$ cat src/design/assert_macros.svh
// Assertion macros shared by the sensor bin frequency table RTL.
// No dependencies; the asserting modules include this file by name.
`ifndef ASSERT_MACROS_SVH
`define ASSERT_MACROS_SVH

// Clocked assertion that is switched off while reset is held.
`define SBFT_ASSERT(label, prop, msg) \
    label: assert property (@(posedge aclk) disable iff (!aresetn) (prop)) \
        else $error(msg);

// Clocked assertion that is also checked during reset.
`define SBFT_ASSERT_ALWAYS(label, prop, msg) \
    label: assert property (@(posedge aclk) (prop)) else $error(msg);

`endif

$ cat src/design/sbft_pkg.sv
// Shared types and constants of the sensor bin frequency table.
// No dependencies; used by every module of the block.
`default_nettype none

package sbft_pkg;

    localparam int READ_W  = 11;  // sensor reading and limit registers
    localparam int BCNT_W  = 4;   // bin count register
    localparam int BIN_W   = 4;   // bin field on the result channel
    localparam int SLOT_W  = 3;   // slot field on the result channel
    localparam int CNT_W   = 8;   // occurrence counter
    localparam int SUB_W   = 12;  // shared subtractor
    localparam int CFG_IDX_W = 2;

    localparam logic [READ_W-1:0] MIN_RESET  = 11'd0;
    localparam logic [READ_W-1:0] MAX_RESET  = 11'd800;
    localparam logic [BCNT_W-1:0] BINS_RESET = 4'd8;

    typedef enum logic [CFG_IDX_W-1:0] {
        CFG_MIN  = 2'd0,
        CFG_MAX  = 2'd1,
        CFG_BINS = 2'd2
    } cfg_idx_t;

    typedef struct packed {
        logic [SUB_W-1:0] diff;
        logic             borrow;
        logic             zero;
    } sub_res_t;

    typedef struct packed {
        logic idle;
        logic hold;
    } quant_stat_t;

    typedef struct packed {
        logic [SLOT_W-1:0] slot;
        logic [CNT_W-1:0]  count;
        logic              fresh;
    } tbl_res_t;

endpackage

`default_nettype wire

$ cat src/design/sbft_sub.sv
// Shared subtract and compare unit of the quantizer.
// Depends on sbft_pkg for the operand width and the result struct.
`default_nettype none

module sbft_sub (
    input  wire logic [sbft_pkg::SUB_W-1:0] a,
    input  wire logic [sbft_pkg::SUB_W-1:0] b,
    output sbft_pkg::sub_res_t              res
);

    logic [sbft_pkg::SUB_W:0] full;

    assign full       = {1'b0, a} - {1'b0, b};
    assign res.diff   = full[sbft_pkg::SUB_W-1:0];
    assign res.borrow = full[sbft_pkg::SUB_W];
    assign res.zero   = (full[sbft_pkg::SUB_W-1:0] == '0);

endmodule

`default_nettype wire

$ cat src/design/sbft_quant.sv
// Quantizer sequencer: span, offset, serial divide and ceiling loop on one subtractor.
// Depends on sbft_pkg, sbft_sub and assert_macros.svh.
`default_nettype none
`include "assert_macros.svh"

module sbft_quant #(
    parameter int NUM_BINS = 8,
    parameter int NB_W     = $clog2(NUM_BINS + 1)
) (
    input  wire logic                        aclk,
    input  wire logic                        aresetn,
    input  wire logic                        start,
    input  wire logic [sbft_pkg::READ_W-1:0] reading,
    input  wire logic [sbft_pkg::READ_W-1:0] min_reading,
    input  wire logic [sbft_pkg::READ_W-1:0] max_reading,
    input  wire logic [sbft_pkg::BCNT_W-1:0] bin_count,
    input  wire logic                        out_free,
    output sbft_pkg::quant_stat_t            stat,
    output logic                             upd,
    output logic [NB_W-1:0]                  bin
);

    localparam int RW   = sbft_pkg::READ_W;
    localparam int DC_W = $clog2(RW);
    localparam logic [DC_W-1:0] DIV_LAST = DC_W'(RW - 1);
    localparam logic [4:0]      NB_MAX   = 5'(NUM_BINS);

    typedef enum logic [5:0] {
        Q_IDLE = 6'b000001,
        Q_SPAN = 6'b000010,
        Q_DIFF = 6'b000100,
        Q_DIV  = 6'b001000,
        Q_CEIL = 6'b010000,
        Q_HOLD = 6'b100000
    } qstate_t;

    qstate_t           state_reg, state_next;
    logic [RW-1:0]     reading_reg, reading_next;
    logic [RW-1:0]     div_reg, div_next;
    logic [NB_W-1:0]   rem_reg, rem_next;
    logic [RW-1:0]     r_reg, r_next;
    logic [NB_W-1:0]   k_reg, k_next;
    logic [DC_W-1:0]   cnt_reg, cnt_next;
    logic              le_reg, le_next;
    logic [NB_W-1:0]   bin_reg, bin_next;

    logic [4:0]        bc5, n5;
    logic [NB_W-1:0]   n;
    logic [NB_W:0]     trial;
    logic              qbit;
    logic [sbft_pkg::SUB_W-1:0] opa, opb;
    sbft_pkg::sub_res_t         sres;

    // Effective bin count: zero counts as one, anything above the table as its size.
    always_comb begin
        bc5 = {1'b0, bin_count};
        if (bc5 == 5'd0) begin
            n5 = 5'd1;
        end else if (bc5 > NB_MAX) begin
            n5 = NB_MAX;
        end else begin
            n5 = bc5;
        end
        n = n5[NB_W-1:0];
    end

    assign trial = {rem_reg, div_reg[RW-1]};
    assign qbit  = !sres.borrow;

    always_comb begin
        unique case (state_reg)
            Q_SPAN: begin
                opa = sbft_pkg::SUB_W'(max_reading);
                opb = sbft_pkg::SUB_W'(min_reading);
            end
            Q_DIFF: begin
                opa = sbft_pkg::SUB_W'(reading_reg);
                opb = sbft_pkg::SUB_W'(min_reading);
            end
            Q_DIV: begin
                opa = sbft_pkg::SUB_W'(trial);
                opb = sbft_pkg::SUB_W'(n);
            end
            Q_CEIL: begin
                opa = sbft_pkg::SUB_W'(r_reg);
                opb = sbft_pkg::SUB_W'(div_reg);
            end
            default: begin
                opa = '0;
                opb = '0;
            end
        endcase
    end

    sbft_sub u_sub (
        .a   (opa),
        .b   (opb),
        .res (sres)
    );

    always_comb begin
        state_next   = state_reg;
        reading_next = reading_reg;
        div_next     = div_reg;
        rem_next     = rem_reg;
        r_next       = r_reg;
        k_next       = k_reg;
        cnt_next     = cnt_reg;
        le_next      = le_reg;
        bin_next     = bin_reg;
        unique case (state_reg)
            Q_IDLE: begin
                if (start) begin
                    reading_next = reading;
                    state_next   = Q_SPAN;
                end
            end
            Q_SPAN: begin
                div_next   = (sres.borrow || sres.zero) ? '0 : RW'(sres.diff);
                state_next = Q_DIFF;
            end
            Q_DIFF: begin
                le_next    = sres.borrow || sres.zero;
                r_next     = RW'(sres.diff);
                rem_next   = '0;
                cnt_next   = '0;
                state_next = Q_DIV;
            end
            Q_DIV: begin
                rem_next = qbit ? NB_W'(sres.diff) : NB_W'(trial);
                div_next = {div_reg[RW-2:0], qbit};
                cnt_next = cnt_reg + 1'b1;
                if (cnt_reg == DIV_LAST) begin
                    if (le_reg) begin
                        bin_next   = NB_W'(1);
                        state_next = Q_HOLD;
                    end else if (div_next == '0) begin
                        bin_next   = n;
                        state_next = Q_HOLD;
                    end else begin
                        k_next     = NB_W'(1);
                        state_next = Q_CEIL;
                    end
                end
            end
            Q_CEIL: begin
                if (k_reg == n || sres.borrow || sres.zero) begin
                    bin_next   = k_reg;
                    state_next = Q_HOLD;
                end else begin
                    r_next = RW'(sres.diff);
                    k_next = k_reg + 1'b1;
                end
            end
            Q_HOLD: begin
                if (out_free) begin
                    state_next = Q_IDLE;
                end
            end
            default: begin
                state_next = Q_IDLE;
            end
        endcase
    end

    always_ff @(posedge aclk) begin
        if (!aresetn) begin
            state_reg <= Q_IDLE;
        end else begin
            state_reg <= state_next;
        end
    end

    always_ff @(posedge aclk) begin
        reading_reg <= reading_next;
        div_reg     <= div_next;
        rem_reg     <= rem_next;
        r_reg       <= r_next;
        k_reg       <= k_next;
        cnt_reg     <= cnt_next;
        le_reg      <= le_next;
        bin_reg     <= bin_next;
    end

    assign stat.idle = (state_reg == Q_IDLE);
    assign stat.hold = (state_reg == Q_HOLD);
    assign upd       = stat.hold && out_free;
    assign bin       = bin_reg;

    `SBFT_ASSERT(a_bin_in_range,
        stat.hold |-> (bin_reg != '0 && bin_reg <= NB_W'(NUM_BINS)),
        "quantized bin outside 1..NUM_BINS")

    `SBFT_ASSERT(a_div_length,
        (state_reg == Q_DIV && cnt_reg != DIV_LAST) |=> state_reg == Q_DIV,
        "serial divide left before its last step")

endmodule

`default_nettype wire

$ cat src/design/sbft_table.sv
// Bin-to-slot map with first-seen slot allocation and per-slot counters.
// Depends on sbft_pkg and assert_macros.svh.
`default_nettype none
`include "assert_macros.svh"

module sbft_table #(
    parameter int NUM_BINS    = 8,
    parameter int TABLE_SLOTS = 8,
    parameter int NB_W        = $clog2(NUM_BINS + 1)
) (
    input  wire logic       aclk,
    input  wire logic       aresetn,
    input  wire logic       upd,
    input  wire logic [NB_W-1:0] bin,
    output sbft_pkg::tbl_res_t   res
);

    localparam int KEY_W = $clog2(NUM_BINS);
    localparam int SL_W  = $clog2(TABLE_SLOTS);
    localparam int NS_W  = $clog2(TABLE_SLOTS + 1);
    localparam logic [NS_W-1:0] SLOTS_END = NS_W'(TABLE_SLOTS);

    logic [NUM_BINS-1:0]     valid_reg, valid_next;
    logic [SL_W-1:0]         map_reg [NUM_BINS];
    logic [sbft_pkg::CNT_W-1:0] cnt_reg [TABLE_SLOTS];
    logic [NS_W-1:0]         next_reg, next_next;

    logic [KEY_W-1:0]        key;
    logic                    hit, room;
    logic [SL_W-1:0]         slot_hit, slot_new, slot_sel;
    logic [sbft_pkg::CNT_W-1:0] cnt_inc;

    assign key      = KEY_W'(bin - NB_W'(1));
    assign hit      = valid_reg[key];
    assign slot_hit = map_reg[key];
    assign slot_new = SL_W'(next_reg);
    assign room     = (next_reg < SLOTS_END);
    assign slot_sel = hit ? slot_hit : slot_new;
    assign cnt_inc  = cnt_reg[slot_hit] + 1'b1;

    always_comb begin
        valid_next = valid_reg;
        next_next  = next_reg;
        if (upd && !hit && room) begin
            valid_next[key] = 1'b1;
            next_next       = next_reg + 1'b1;
        end
    end

    // A bin that is new while the table is full is dropped with slot and count of zero.
    always_comb begin
        if (hit) begin
            res.slot  = sbft_pkg::SLOT_W'(slot_hit);
            res.count = cnt_inc;
            res.fresh = 1'b0;
        end else if (room) begin
            res.slot  = sbft_pkg::SLOT_W'(slot_new);
            res.count = sbft_pkg::CNT_W'(1);
            res.fresh = 1'b1;
        end else begin
            res.slot  = '0;
            res.count = '0;
            res.fresh = 1'b0;
        end
    end

    always_ff @(posedge aclk) begin
        if (!aresetn) begin
            valid_reg <= '0;
            next_reg  <= '0;
        end else begin
            valid_reg <= valid_next;
            next_reg  <= next_next;
        end
    end

    always_ff @(posedge aclk) begin
        if (upd && (hit || room)) begin
            cnt_reg[slot_sel] <= hit ? cnt_inc : sbft_pkg::CNT_W'(1);
        end
        if (upd && !hit && room) begin
            map_reg[key] <= slot_new;
        end
    end

    `SBFT_ASSERT(a_next_bounded,
        next_reg <= SLOTS_END,
        "next free slot beyond the table")

    `SBFT_ASSERT(a_alloc_advances,
        (upd && res.fresh) |=> next_reg == $past(next_reg) + 1'b1,
        "new entry did not advance the free slot")

endmodule

`default_nettype wire

$ cat src/design/sensor_bin_frequency_table.sv
// Top level of the sensor bin frequency table: config registers, quantizer,
// slot table and result register. Depends on sbft_pkg, sbft_quant, sbft_table.
//
//   Channel   Direction  Handshake              Payload
//   s_        in         s_valid / s_ready      s_reading
//   m_        out        m_valid / m_ready      m_bin, m_slot, m_count, m_new_entry
//   cfg_      in         cfg_valid / cfg_ready  cfg_index, cfg_data
//
// An input beat is taken only while the quantizer is idle. From acceptance the
// result passes through the span and offset steps, the serial divide and a ceiling
// loop of up to n trials (n = effective bin count), all on the one shared
// subtractor, and then through the table update into the result register.
// A result waiting on m_ready does not stop the next beat being accepted; only a
// second finished result waits in the quantizer until the output register frees.
// Reset is synchronous and active low; it clears the map's valid bits and the free
// slot pointer at once, so there is no clearing pass. Config beats are always taken.
`default_nettype none

module sensor_bin_frequency_table #(
    parameter int NUM_BINS    = 8,
    parameter int TABLE_SLOTS = 8
) (
    input  wire logic                           aclk,
    input  wire logic                           aresetn,
    input  wire logic                           s_valid,
    output logic                                s_ready,
    input  wire logic [sbft_pkg::READ_W-1:0]    s_reading,
    output logic                                m_valid,
    input  wire logic                           m_ready,
    output logic [sbft_pkg::BIN_W-1:0]          m_bin,
    output logic [sbft_pkg::SLOT_W-1:0]         m_slot,
    output logic [sbft_pkg::CNT_W-1:0]          m_count,
    output logic                                m_new_entry,
    input  wire logic                           cfg_valid,
    output logic                                cfg_ready,
    input  wire logic [sbft_pkg::CFG_IDX_W-1:0] cfg_index,
    input  wire logic [sbft_pkg::READ_W-1:0]    cfg_data
);

    localparam int NB_W = $clog2(NUM_BINS + 1);

    logic [sbft_pkg::READ_W-1:0] min_reg, max_reg;
    logic [sbft_pkg::BCNT_W-1:0] bins_reg;

    sbft_pkg::quant_stat_t qstat;
    sbft_pkg::tbl_res_t    tres;
    logic                  upd, out_free;
    logic [NB_W-1:0]       qbin;

    logic                        m_valid_reg, m_valid_next;
    logic [sbft_pkg::BIN_W-1:0]  m_bin_reg;
    logic [sbft_pkg::SLOT_W-1:0] m_slot_reg;
    logic [sbft_pkg::CNT_W-1:0]  m_count_reg;
    logic                        m_new_reg;

    // Configuration registers: an index beyond the list is simply ignored.
    assign cfg_ready = 1'b1;

    always_ff @(posedge aclk) begin
        if (!aresetn) begin
            min_reg  <= sbft_pkg::MIN_RESET;
            max_reg  <= sbft_pkg::MAX_RESET;
            bins_reg <= sbft_pkg::BINS_RESET;
        end else if (cfg_valid) begin
            if (cfg_index == sbft_pkg::CFG_MIN) begin
                min_reg <= cfg_data;
            end else if (cfg_index == sbft_pkg::CFG_MAX) begin
                max_reg <= cfg_data;
            end else if (cfg_index == sbft_pkg::CFG_BINS) begin
                bins_reg <= cfg_data[sbft_pkg::BCNT_W-1:0];
            end
        end
    end

    assign s_ready  = qstat.idle;
    assign out_free = !m_valid_reg || m_ready;

    sbft_quant #(
        .NUM_BINS (NUM_BINS),
        .NB_W     (NB_W)
    ) u_quant (
        .aclk        (aclk),
        .aresetn     (aresetn),
        .start       (s_valid && s_ready),
        .reading     (s_reading),
        .min_reading (min_reg),
        .max_reading (max_reg),
        .bin_count   (bins_reg),
        .out_free    (out_free),
        .stat        (qstat),
        .upd         (upd),
        .bin         (qbin)
    );

    sbft_table #(
        .NUM_BINS    (NUM_BINS),
        .TABLE_SLOTS (TABLE_SLOTS),
        .NB_W        (NB_W)
    ) u_table (
        .aclk    (aclk),
        .aresetn (aresetn),
        .upd     (upd),
        .bin     (qbin),
        .res     (tres)
    );

    // The result register is loaded on the same edge as the table update.
    always_comb begin
        m_valid_next = m_valid_reg;
        if (upd) begin
            m_valid_next = 1'b1;
        end else if (m_ready) begin
            m_valid_next = 1'b0;
        end
    end

    always_ff @(posedge aclk) begin
        if (!aresetn) begin
            m_valid_reg <= 1'b0;
        end else begin
            m_valid_reg <= m_valid_next;
        end
    end

    always_ff @(posedge aclk) begin
        if (upd) begin
            m_bin_reg   <= sbft_pkg::BIN_W'(qbin);
            m_slot_reg  <= tres.slot;
            m_count_reg <= tres.count;
            m_new_reg   <= tres.fresh;
        end
    end

    assign m_valid     = m_valid_reg;
    assign m_bin       = m_bin_reg;
    assign m_slot      = m_slot_reg;
    assign m_count     = m_count_reg;
    assign m_new_entry = m_new_reg;

endmodule

`default_nettype wire
$ cat config.mk
export PLATFORM = sky130hd
export DESIGN_NAME = sensor_bin_frequency_table
export DESIGN_NICKNAME = d
export VERILOG_FILES = /design/src/design/sbft_pkg.sv /design/src/design/sbft_sub.sv /design/src/design/sbft_quant.sv /design/src/design/sbft_table.sv /design/src/design/sensor_bin_frequency_table.sv
export VERILOG_INCLUDE_DIRS = /design/src /design/src/design
export SDC_FILE = /design/constraint.sdc
export NUM_CORES = 1
export LEC_CHECK = 0
export BUFFER_PORTS_ARGS = -buffer_cell sky130_fd_sc_hd__buf_2
export CAP_MARGIN = 25
export CORE_MARGIN = 2
export CORE_UTILIZATION = 65
export DETAILED_ROUTE_END_ITERATION = 10
export MAX_ROUTING_LAYER = met4
export PLACE_DENSITY = 0.86
export SYNTH_ARGS = -nofsm -noshare
export SYNTH_HDL_FRONTEND = slang
export SYNTH_HIERARCHICAL = 1
export SYNTH_SLANG_ARGS = --single-unit
export TNS_END_PERCENT = 30
$ cat constraint.sdc
create_clock -name aclk -period 6.8 [get_ports aclk]
set_input_delay 0.68 -clock aclk [delete_from_list [all_inputs] [get_ports aclk]]
set_output_delay 0.68 -clock aclk [all_outputs]
set_load 0.02 [all_outputs]
After elaboration in Yosys (flattened, before gate mapping)
Memory sizes are Yosys's and may differ from the RTL's.
Cells that the tools add are included.

operators by class
  reduce and logical (&&, ||, !) cells = 32
  eq/ne operators = 18
  bitwise logic cells = 3
  $add $sub $neg = 6
  order comparisons = 4
  muxes and demuxes = 42
  div/mod/pow operators = 0
  multiply operators = 0
  shifts and indexed selects = 0

operator list
  kind                   count
  $mux W4                11
  $pmux W11 S2           2
  $pmux W11 S4           1
  $mux W6                6
  $pmux W6 S6            1
  $pmux W11 S3           1
  $pmux W4 S2            4
  $mux W12               2
  $mux W11               2
  $add A4 B1 Y4 const B  3
  $logic_not A12 Y1      1
  $reduce_and A4 Y1      3
  $sub A11 B11 Y12       1
  $logic_not A11 Y1      1
  $reduce_bool A2 Y1     5
  $add A8 B1 Y8 const B  1
  $mux W1                8
  $mux W8                1
  $ne A2 B1 Y1 const B   4
  $or A8 B8 Y8           1
  $eq A6 B1 Y1 const B   1
  $eq A6 B2 Y1 const B   1
  $eq A6 B3 Y1 const B   1
  $eq A6 B4 Y1 const B   1
  other kinds (26)       42

word-level totals
  RAM bits = 88
  bits of input ports = 29
  bits in latches = 0
  ROM bits = 0
  flip-flop bits (word level) = 111
  word-level logic and storage cells = 126
  memories = 2

memories
  name             depth  bits a word  rd ports  clocked after memory_dff  wr ports  line              source
  u_table.cnt_reg  8      8            1         0                         1         sbft_table.sv:25  logic [sbft_pkg::CNT_W-1:0] cnt_reg [TABLE_SLOTS];
  u_table.map_reg  8      3            1         0                         1         sbft_table.sv:24  logic [SL_W-1:0] map_reg [NUM_BINS];

Depth between registers and ports, before layout
  word-level depth = 11
  mapped depth = 22

Hierarchy
Netlist, hierarchy kept.

modules (own cells, without submodules)
  module                      cells an instance  times used  area each (um^2)  seq. area each (um^2)
  sbft_table                  302                1           4,414.2           2,882.8
  sbft_quant                  244                1           2,782.7           1,621.6
  sensor_bin_frequency_table  125                1           1,551.5           1,021.0
  sbft_sub                    96                 1           668.1             0.0

Worst setup path before layout
No wires, ideal clock.

  path type = register to register
  from = reg u_quant.state_reg[3]
  to = reg u_quant.k_reg[0] (enable)
  required time = 6.456 ns
  slack = 2.386 ns
  cell stages (with the launch flop) = 22
  arrival time = 4.070 ns
  library setup time = 0.344 ns
  clock period less this slack = 4.414 ns
  cell sequence = dfxtp_1 > buf_6 > or4_4 > or3b_4 > inv_2 > buf_4 > a22oi_1 > nand2_1 > inv_1 > ha_1 > fa_1 > nor2b_1 > o31a_1 > o21ai_0 > a211oi_1 > o21a_1 > nor2_1 > clkbuf_1 > nor4b_1 > a31oi_1 > nand2_1 > a21boi_1

RTL lines
  what                    line               source
  from (decl)             sbft_quant.sv:37   qstate_t state_reg, state_next;
  from (signal assigned)  sbft_quant.sv:170  state_reg <= state_next;
  to (signal assigned)    sbft_quant.sv:179  k_reg <= k_next;
  to (decl)               sbft_quant.sv:42   logic [NB_W-1:0] k_reg, k_next;

==> impl_metrics.tcl <==
set metrics [dict create \
    status "completed" \
    grt_pass1_vias 6477 \
    start_util_pct 67.1 \
    portBuffers 46 \
    wire_per_inst_um 21.2 \
    drive_above_1_share_pct 14.4 \
    die_w_um 124 \
    irDropWorstVdd_v 0.000189 \
    cts_setup_buffers 0 \
    nets 857 \
    power_density_mw_per_mm2 249 \
    syn_area_mm2 0.00942 \
    worst-setup-path-type "flip-flop to flip-flop" \
    finalCritPeriodShare_pct 77.7 \
    dp_hpwl_mm 14.0 \
    setup_tns_ns 0 \
    netlist_instances 767 \
    drt-initial-drc-count 986 \
    ys_types 86 \
    critPathTopFamily "simple AND/OR/NAND/NOR gates" \
    gp_congestion 0.941 \
    path_common_cell "nor2_1" \
    r2r_start "u_quant/state_reg[3]" \
    slew_viol_final 0 \
    worstPathArrival_ns 5.33 \
    synthTopCellsByCount "edfxtp_1, nand2_1, mux2i_1" \
    clockBufferDepth 2 \
    grt_max_degree 56 \
    grt.total_usage_pct 28.5 \
    path_buf_inv 3 \
    period_needed_ns 5.29 \
    p_leak_nw 4.15 \
    root_buffer "clkbuf_16" \
    crit_path_start "u_quant/state_reg[3]" \
    critPathSlowestCell "or4_4" \
    max_freq_ghz 0.189 \
    yosysWarnings 6 \
    clk_pin_slew_ns 0.07 \
    cp-end-kind "flip-flop" \
    dieArea_mm2 0.0155 \
    critPathMaxStageDelay_ns 0.57 \
    yosysMostFrequentCell "edfxtp_1" \
    antenna_found_initial 0 \
    yosys_most_used_dff "edfxtp_1" \
    htree_levels 4 \
    reg2regPathDepth 17 \
    synthTopCellsByArea "edfxtp_1, dfxtp_1, mux2i_1" \
    hp-class "primary input to flip-flop" \
    synth.avg_cell_area_um2 12.3 \
    synth_seq_area_share_pct 58.7 \
    grt_pass1_wl_mm 33.7 \
    synth_edf_count 154 \
    syn_to_final_growth_pct 10.2 \
    cts_tree "done" \
    reg2reg_to "u_quant/r_reg[4]" \
    vias 6493 \
    ys_async_sr_fraction_pct 0 \
    crit_end "u_quant/r_reg[4]" \
    slew_headroom_pct 34.7 \
    fp-row-count 43 \
    cp_cell_sequence "or4_4, or3b_4, inv_2, or2_4, a221o_1, inv_1, ha_1, nor2b_1, o31a_1, o21ai_0, a211oi_1, o21a_1, nor2_1, nor2_1, buf_4, o211ai_1, nand2_1" \
    post_cts_resized 0 \
    numClockSinks 199 \
    ant_nets 0 \
    setup_viol 0 \
    synth_top_area_cell "edfxtp_1" \
    power_w 0.00259 \
    drc_errors 0 \
    overflow 0 \
    finClkSkew_ns 0.0113 \
    n_antenna_cell 0 \
    core_mm2 0.0140 \
    path_max_fanout 13 \
    hold_viol_final 0 \
    yosys.area.top_type_share_pct 49.1 \
    critPathLaunchType "flip-flop" \
    rsz0062_at_grt "no" \
    first_pass_iters 8 \
    via_per_inst 6.48 \
    io_pins 48 \
    die_h_um 124 \
    cts_hold_buf 0 \
    cp.depth 17 \
    ys_ff_latch 199 \
    worst_ep_required_time_ns 6.85 \
    worstMarginPinSlew_ns 0.975 \
    largest_register_ffs 64 \
    cts_buffers 17 \
    fillerInstances 842 \
    routed_wl_mm 21.2 \
    regToRegSetupSlack_ns 1.51 \
    maxCapViolCount 0 \
    worst_skew_pair.late_latency_ns 0.43 \
]
[power breakdown]
group	leakage, nW	switching [W]	internal (W)	total, W
Combinational	2.00	0.0000995	0.0000647	0.000164
Sequential	1.85	0.0000172	0.00132	0.00134
Clock	0.310	0.000450	0.000632	0.00108
[metrics by stage]
stage	setup slack [ns]	hold slack [ns]	util [%]	cells	cell area [um2]
after global placement	1.67	0.419	69.3	969	9730
after detailed placement	1.58	0.411	69.3	970	9740
after floorplan	2.39	0.400	-	768	9420
after CTS	1.57	0.405	73.9	1002	10400
final	1.51	0.418	73.9	1002	10400
after global routing	1.13	0.406	73.9	1002	10400
[cells by family (layout without fill, tap and decap cells)]
kind of cell               count (synthesis)  count (layout)  share of synthesized area (%)
muxes                                     73              73                           8.74
other                                      2               3                         0.0798
DFF                                      199             199                           58.7
xor gates and xnor gates                  16              16                           1.77
adders and majority gates                 19              19                           2.60
and+or+nand+nor                          261             261                           14.4
AOI/OAI and AO/OA                        118             118                           9.59
buffers and inverters                     79             133                           4.19
[worst register-to-register path, delay by kind of cell (launching register included)]
kind	cells	cell delay [ns]
buffers and inverters	3	0.50
flip-flops	1	0.39
AO/OA/AOI/OAI	6	1.17
adder cells (fa/ha/maj)	1	0.32
AND/OR/NAND/NOR	7	2.51
[worst min path at each step]
stage	startpoint	endpoint	cells past startpoint
after floorplan	u_quant/bin[3]	m_bin[3]	0
after global placement	u_quant/bin[3]	m_bin[3]	0
after detailed placement	u_quant/bin[3]	m_bin[3]	0
after CTS	s_reading[5]	u_quant/reading_reg[5]	1
after global routing	s_reading[6]	u_quant/reading_reg[6]	1
final	s_reading[5]	u_quant/reading_reg[5]	1
[final cells by class]
class | instances | area (um2) | share of cell area, %
flip-flops and latches | 199 | 5530 | 53.3
inverters | 44 | 165 | 1.59
repair buffers | 57 | 317 | 3.05
well taps | 180 | 225 | 2.17
multi-input cells | 490 | 3510 | 33.8
clock inverters | 13 | 193 | 1.86
clock buffers | 19 | 443 | 4.27
[routing by layer]
| metal | routed length [um] | part of all wire [%] | global-route usage, % | vias to the layer above |
|---|---|---|---|---|
| met4 | 779 | 3.7 | 12.8 | 0 |
| met3 | 1480 | 7.0 | 5.54 | 83 |
| met5 | 0 | 0 | - | - |
| li1 | - | - | - | 2926 |
| met2 | 10800 | 51 | 47.0 | 376 |
| met1 | 8190 | 39 | 34.3 | 3108 |
[layout by cell type, fill, tap and decap left out, drive strengths merged, types with 5 or more instances in the layout]
master,count
mux4,5
a222oi,8
nor3b,7
a22o,7
clkbuf,19
dfxtp,45
a22oi,10
o211ai,6
xor2,7
nor2,39
nand4,7
a21oi,19
xnor2,9
mux2i,66
buf,57
nor3,18
and2,15
nand2,93
edfxtp,154
o21ai,14
inv,48
nand3,36
o21a,14
nor2b,8
nand2b,7
ha,18
Note: power is estimated with default switching activity, not from simulation.
